==> config.mk <==
export PLATFORM = sky130hd
export DESIGN_NAME = sbg_step
export DESIGN_NICKNAME = d
export VERILOG_FILES = /design/src/rtl/sbg_pkg.sv /design/src/rtl/sbg_step.sv
export SDC_FILE = /design/constraint.sdc
export NUM_CORES = 1
export LEC_CHECK = 0
export BUFFER_PORTS_ARGS = -buffer_cell sky130_fd_sc_hd__buf_2
export CORE_MARGIN = 2
export CORE_UTILIZATION = 32
export DETAILED_ROUTE_END_ITERATION = 6
export PLACE_DENSITY = 0.56
export SLEW_MARGIN = 40
export SYNTH_ARGS = -nofsm -noshare
export SYNTH_HDL_FRONTEND = slang
export SYNTH_SLANG_ARGS = --single-unit
==> constraint.sdc <==
create_clock -name vclk -period 11.3
set_clock_uncertainty 0.2 [all_clocks]
set_input_delay 2.26 -clock vclk [all_inputs]
set_output_delay 2.26 -clock vclk [all_outputs]
set_load 0.03 [all_outputs]
==> src/rtl/sbg_pkg.sv <==
// ----------------------------------------------------------------------------
// sbg_pkg
// shared types and constants for the single button gate model
// ----------------------------------------------------------------------------
`default_nettype none

package sbg_pkg;

  // default widths of the position and qualify timer datapaths
  localparam int POS_BITS_DEF   = 20;
  localparam int TIMER_BITS_DEF = 16;

  // fixed widths of the port words
  localparam int CFG_DATA_W    = 32;
  localparam int CFG_INDEX_W   = 2;
  localparam int MIN_PULSE_W   = 16;
  localparam int TRAVEL_W      = 20;
  localparam int GATE_POS_W    = 20;
  localparam int MOTION_W      = 2;

  // register reset values
  localparam int MIN_PULSE_RST = 250;
  localparam int TRAVEL_RST    = 10000;
  localparam int MARGIN_RST    = 100;

  typedef enum logic [CFG_INDEX_W-1:0] {
    CFG_MIN_PULSE = 2'd0,
    CFG_TRAVEL    = 2'd1,
    CFG_MARGIN    = 2'd2
  } cfg_idx_t;

  typedef enum logic [1:0] {
    PH_IDLE_LO = 2'd0,
    PH_RISING  = 2'd1,
    PH_IDLE_HI = 2'd2,
    PH_FALLING = 2'd3
  } qphase_t;

  typedef enum logic [MOTION_W-1:0] {
    DIR_STOP  = 2'd0,
    DIR_OPEN  = 2'd1,
    DIR_CLOSE = 2'd2
  } dir_t;

  // control state that does not depend on the datapath widths
  typedef struct packed {
    qphase_t phase;
    logic    armed;
    dir_t    dir;
    logic    last_open;
  } ctl_t;

  // contact report of one word
  typedef struct packed {
    logic report;
    logic closed;
  } rep_t;

endpackage

`default_nettype wire

==> src/rtl/sbg_step.sv <==
// ----------------------------------------------------------------------------
// sbg_step
// next state and contact report for one word: tick or level sample
// ----------------------------------------------------------------------------
`default_nettype none

module sbg_step import sbg_pkg::*; #(
  parameter int POS_BITS   = POS_BITS_DEF,
  parameter int TIMER_BITS = TIMER_BITS_DEF
) (
  input  wire logic                  is_tick,
  input  wire logic                  level,
  input  wire ctl_t                  ctl_cur,
  input  wire logic [TIMER_BITS-1:0] timer_cur,
  input  wire logic [POS_BITS-1:0]   pos_cur,
  input  wire logic [TIMER_BITS-1:0] min_pulse,
  input  wire logic [POS_BITS-1:0]   travel,
  input  wire logic [POS_BITS-1:0]   margin,
  output ctl_t                       ctl_new,
  output logic [TIMER_BITS-1:0]      timer_new,
  output logic [POS_BITS-1:0]        pos_new,
  output rep_t                       rep
);

  always_comb begin
    logic at_end;
    at_end    = 1'b0;
    ctl_new   = ctl_cur;
    timer_new = timer_cur;
    pos_new   = pos_cur;
    rep       = '0;

    if (is_tick) begin
      // motion first
      if (ctl_new.dir == DIR_OPEN) begin
        if (pos_new < travel) pos_new = pos_new + POS_BITS'(1);
        if (pos_new >= travel) begin
          pos_new = travel;
          at_end  = 1'b1;
        end
      end else if (ctl_new.dir == DIR_CLOSE) begin
        if (pos_new != '0) pos_new = pos_new - POS_BITS'(1);
        if (pos_new == '0) at_end = 1'b1;
      end
      if (at_end) begin
        if (ctl_new.dir != DIR_STOP && pos_new <= margin) rep = '{report: 1'b1, closed: 1'b1};
        ctl_new.dir = DIR_STOP;
        // end of travel drops a pending press
        if (ctl_new.phase == PH_RISING) ctl_new.armed = 1'b0;
      end

      // then the qualify timer
      if (ctl_new.armed) begin
        if (timer_new <= TIMER_BITS'(1)) begin
          timer_new     = '0;
          ctl_new.armed = 1'b0;
          if (ctl_new.phase == PH_RISING) begin
            ctl_new.phase = PH_IDLE_HI;
            if (ctl_new.dir != DIR_STOP) begin
              if (pos_new <= margin) rep = '{report: 1'b1, closed: 1'b1};
              ctl_new.dir = DIR_STOP;
            end else if (ctl_new.last_open) begin
              ctl_new.dir       = DIR_CLOSE;
              ctl_new.last_open = 1'b0;
            end else begin
              ctl_new.dir       = DIR_OPEN;
              ctl_new.last_open = 1'b1;
              if (pos_new <= margin) rep = '{report: 1'b1, closed: 1'b0};
            end
          end else if (ctl_new.phase == PH_FALLING) begin
            ctl_new.phase = PH_IDLE_LO;
          end
        end else begin
          timer_new = timer_new - TIMER_BITS'(1);
        end
      end
    end else begin
      case (ctl_cur.phase)
        PH_IDLE_LO: begin
          if (level) begin
            ctl_new.phase = PH_RISING;
            ctl_new.armed = 1'b1;
            timer_new     = min_pulse;
          end
        end
        PH_RISING: begin
          if (!level) begin
            ctl_new.phase = PH_IDLE_LO;
            ctl_new.armed = 1'b0;
          end
        end
        PH_IDLE_HI: begin
          if (!level) begin
            ctl_new.phase = PH_FALLING;
            ctl_new.armed = 1'b1;
            timer_new     = min_pulse;
          end
        end
        PH_FALLING: begin
          if (level) begin
            ctl_new.phase = PH_IDLE_HI;
            ctl_new.armed = 1'b0;
          end
        end
        default: ;
      endcase
    end
  end

endmodule

`default_nettype wire

* Word-level counts from Yosys, hierarchy flattened *
Cells that the tools add are included.

operators by class
  add/subtract/negate cells = 3
  bitwise logic cells = 0
  mux-type cells = 51
  multipliers = 0
  shifts and indexed selects = 0
  div/mod/pow operators = 0
  reduce and logical (&&, ||, !) cells = 6
  magnitude comparators = 4
  equal/unequal tests = 5

operator list
  cell                   number
  $mux 20                12
  $mux 16                5
  $pmux 16 s2            1
  $mux 3                 10
  $mux 2                 13
  $add 20x1->20 const B  1
  $ge 20x20->1           1
  $le 20x20->1           1
  $logic_not 20->1       1
  $lt 20x20->1           1
  $reduce_bool 20->1     1
  $sub 20x1->20 const B  1
  $le 16x1->1 const B    1
  $sub 16x1->16 const B  1
  $mux 6                 2
  $pmux 3 s4             1
  $mux 1                 7
  $eq 2x2->1 const B     3
  $eq 2x1->1 const B     2
  $reduce_bool 2->1      2
  $logic_not 2->1        1
  $logic_and 1x1->1      1

word-level totals
  RAM bits = 0
  output and inout bits = 44
  logic and storage cells = 69
  bits in read-only memories = 0
  input bits = 100
  memories kept = 0
  bits in registers = 0
  latch bits = 0

* Depth between registers and ports, before layout *
  depth after elaboration = 19
  depth in mapped cells = 28
  mapped depth without buffers = 26

* Worst setup path after synthesis *
OpenSTA, ideal clock, no wires.

  path type = input -> output
  from = input pos_cur[0]
  to = output rep[1] in the netlist's numbering
  slack = 0.997 ns
  data arrival time = 7.843 ns
  required time = 8.840 ns
  buffers on the path = 3
  stages on the path = 27
  cell sequence = clkbuf_1 -> nand2b_1 -> a2111o_1 -> a31oi_1 -> o21ai_0 -> a211oi_2 -> clkbuf_1 -> nand3_1 -> xnor2_1 -> ha_1 -> a21o_1 -> a221oi_1 -> o31ai_1 -> a221oi_1 -> nand2b_1 -> clkbuf_1 -> o221a_2 -> ha_1 -> a21o_1 -> a21o_1 -> a21o_1 -> a21o_1 -> a21oi_1 -> o21ai_0 -> a21oi_1 -> o21ai_0 -> nor2_1

RTL lines
  element             RTL line        source
  start: declaration  sbg_step.sv:15  input wire logic [POS_BITS-1:0] pos_cur,
  end: declaration    sbg_step.sv:22  output rep_t rep

==> results.md <==
- Outcome: finished clean
- Post-DP HPWL: 14,850 microns
- Cell with the largest stage delay on the worst path: a221oi_1
- I/O pin count: 144
- Number of nets with antenna violations after routing: 0
- Critical path endpoint category: output pin
- Slowest Stage Delay on Critical Path: 0.49 ns
- Aggregate global-route resource usage: 0.2238
- Hold Worst Slack: 4.771 ns
- Hold bufs inserted after CTS: 0
- Avg Inst Size Synth: 6.684 sq um
- Tightest slew margin relative to the limit: 0.4437
- Setup TNS: 0 ns
- Total number of sequential cells: 0
- WL final: 18,780 microns
- Total setup violations reported at the end of the flow: 0
- Initial core utilization: 0.3285
- Std-Cell Core Area: 14,590 sq um
- Die Y: 126.4 microns
- Via total after detailed routing: 5,873
- Power per standard cell area: 46.13 nW/um^2
- Peak ir drop on the vdd network: 23.08 uV
- P_leak: 2.449 nW
- Final count of hold timing violations: 0
- Critical path peak fanout: 11
- Transition time at the pin with the least slew margin: 0.8269 ns
- Category of the critical setup timing path: in -> out
- Number of buffers added on ports: 144
- First-pass iteration count of the detailed router: 5
- Number of clock buffer instances in the layout: 0
- DRC violation count after routing: 0
- Final net count: 989
- Die width: 126.4 microns
- Largest net degree at the start of global routing: 36
- Drt wl/cell: 18.70 microns
- Hold Path Depth: 4
- Share of Yosys cell area claimed by the top area cell type: 0.1828
- Routability-driven placement congestion ratio: 0.9066
- First-pass GRT wire length: 29,790 microns
- Layout area overhead: 17.62%
- Post-layout util: 0.3864
- Netlist area before placement: 4792 sq um
- Vias in the first global route: 5,402
- Synth cell types: 72
- Std-Cell Rows: 44
- Top cells by area in the synthesized netlist: ha_1 18%, a21oi_1 6.4%, xnor2_1 6.2%
- Sequential standard cell area: 0 sq um
- Crit path DAT: 8.50 ns
- Die footprint: 15,970 sq um
- Detailed-route vias per instance: 5.850
- Critical Path Source Type: input pin
- Post-Synthesis Net Count: 887
- RSZ-0062 raised after global routing: no
- Final min period: 10.96 ns
- Sequential element share of the synthesized area: 0
- Total count of max-transition violations in the final report: 0
- Layout Cell Area excl Fill: 5637 sq um
- Period utilisation layout: 0.9702
- Top library cells by usage in the layout, fill and taps aside: 144 x buf_2, 69 x ha_1, 61 x a21oi_1, 56 x inv_1, 56 x nor2_1
- First DRT Iteration DRCs: 703
- Most frequent standard cell in the layout excluding fill and tap cells: buf_2
- Proportion of layout cells with a drive suffix above 1: 0.2595
- Max-Cap Viols: 0
- Type of the worst min-delay path: in -> out
- Endpoint required time on the critical path: 8.84 ns
- Area after detailed placement: 5612 sq um
- Cell type with the largest total area after synthesis: ha_1
- Syn Inst Count: 717
- Antenna violations before repair: 3
- Most Frequent Cell on Critical Path: a21o_1
- F_max: 91.21 MHz
- Synthesis Warnings: 0
- Remaining global-route overflow: 0
kinds of logic (layout without fill, tap and decap cells):
family                     after synthesis  in the layout  synth area share
adders and majority gates               71             71            0.1849
buffers and inverters                  114            214           0.09295
xor gates and xnor gates                39             39           0.07128
and+or+nand+nor                        219            219            0.2478
AOI/OAI and AO/OA                      251            251            0.3509
muxes                                   23             23           0.05222
other                                    0              3                 0
area by class of cell:
type	count	area, sq um
Fill cell	1606	8952
Timing Repair Buffer	158	825.8
Antenna cell	3	7.507
Multi-Input combinational cell	603	4363
Inverter	56	210.2
Tap cell	184	230.2
power breakdown:
group | internal [mW] | total [mW] | switching [mW]
registers | 0 | 0 | 0
clock network | 0.0000000326 | 0.0000000326 | 0
logic | 0.0966 | 0.260 | 0.163
total | 0.0966 | 0.260 | 0.163
worst max-delay path: cells and delay by family:
family / cells / cell delay, ns
xor gates and xnor gates: 1 / 0.26
adders and majority gates: 3 / 0.82
and+or+nand+nor: 4 / 0.72
AOI/OAI and AO/OA: 16 / 3.36
buffers and inverters: 6 / 1.08
per-layer routing:
layer | track usage | share of wire | wire length (microns)
met5 | 0 | 0 | 0
met4 | 0.03232 | 0.016 | 296
met3 | 0.02531 | 0.068 | 1286
met2 | 0.3391 | 0.43 | 8125
met1 | 0.3448 | 0.48 | 9067
path summary, 6_finish.rpt:
| path | start | slack (ns) | endpoint |
|---|---|---|---|
| worst min-delay path | ctl_cur[0] | 4.77 | ctl_new[0] |
| worst max-delay path | travel[9] | 0.34 | rep[0] |
cell usage after synthesis, types with 16 or more instances:
cell / number
mux2_2: 16
nand4_1: 21
nor3_1: 21
ha_1: 70
nor2_1: 57
nand2_1: 27
o21ai_0: 49
xnor2_1: 34
a21oi_1: 61
nand3_1: 26
inv_1: 56
a211oi_1: 17
o211ai_1: 17
clkbuf_1: 46
a21o_1: 18
o22ai_1: 17
what timing repair did:
action | 4_1_cts | 5_1_grt
setup buffers | 0 | 1
hold endpoints to repair | 0 | 0
endpoints found under the setup margin | 0 | 2
gates resized for setup | 0 | 2
through the flow:
stage	setup WS [ns]	total power [mW]	cells
5_1_grt	0.02490	0.2860	1003
6_report	0.3368	0.2600	1004
3_5_place_dp	0.3811	0.2546	1000
4_1_cts	0.3571	0.2559	1000
2_1_floorplan	0.9967	0.1698	717
3_3_place_gp	0.4133	0.2548	1000
(Power assumes the default switching activity.)
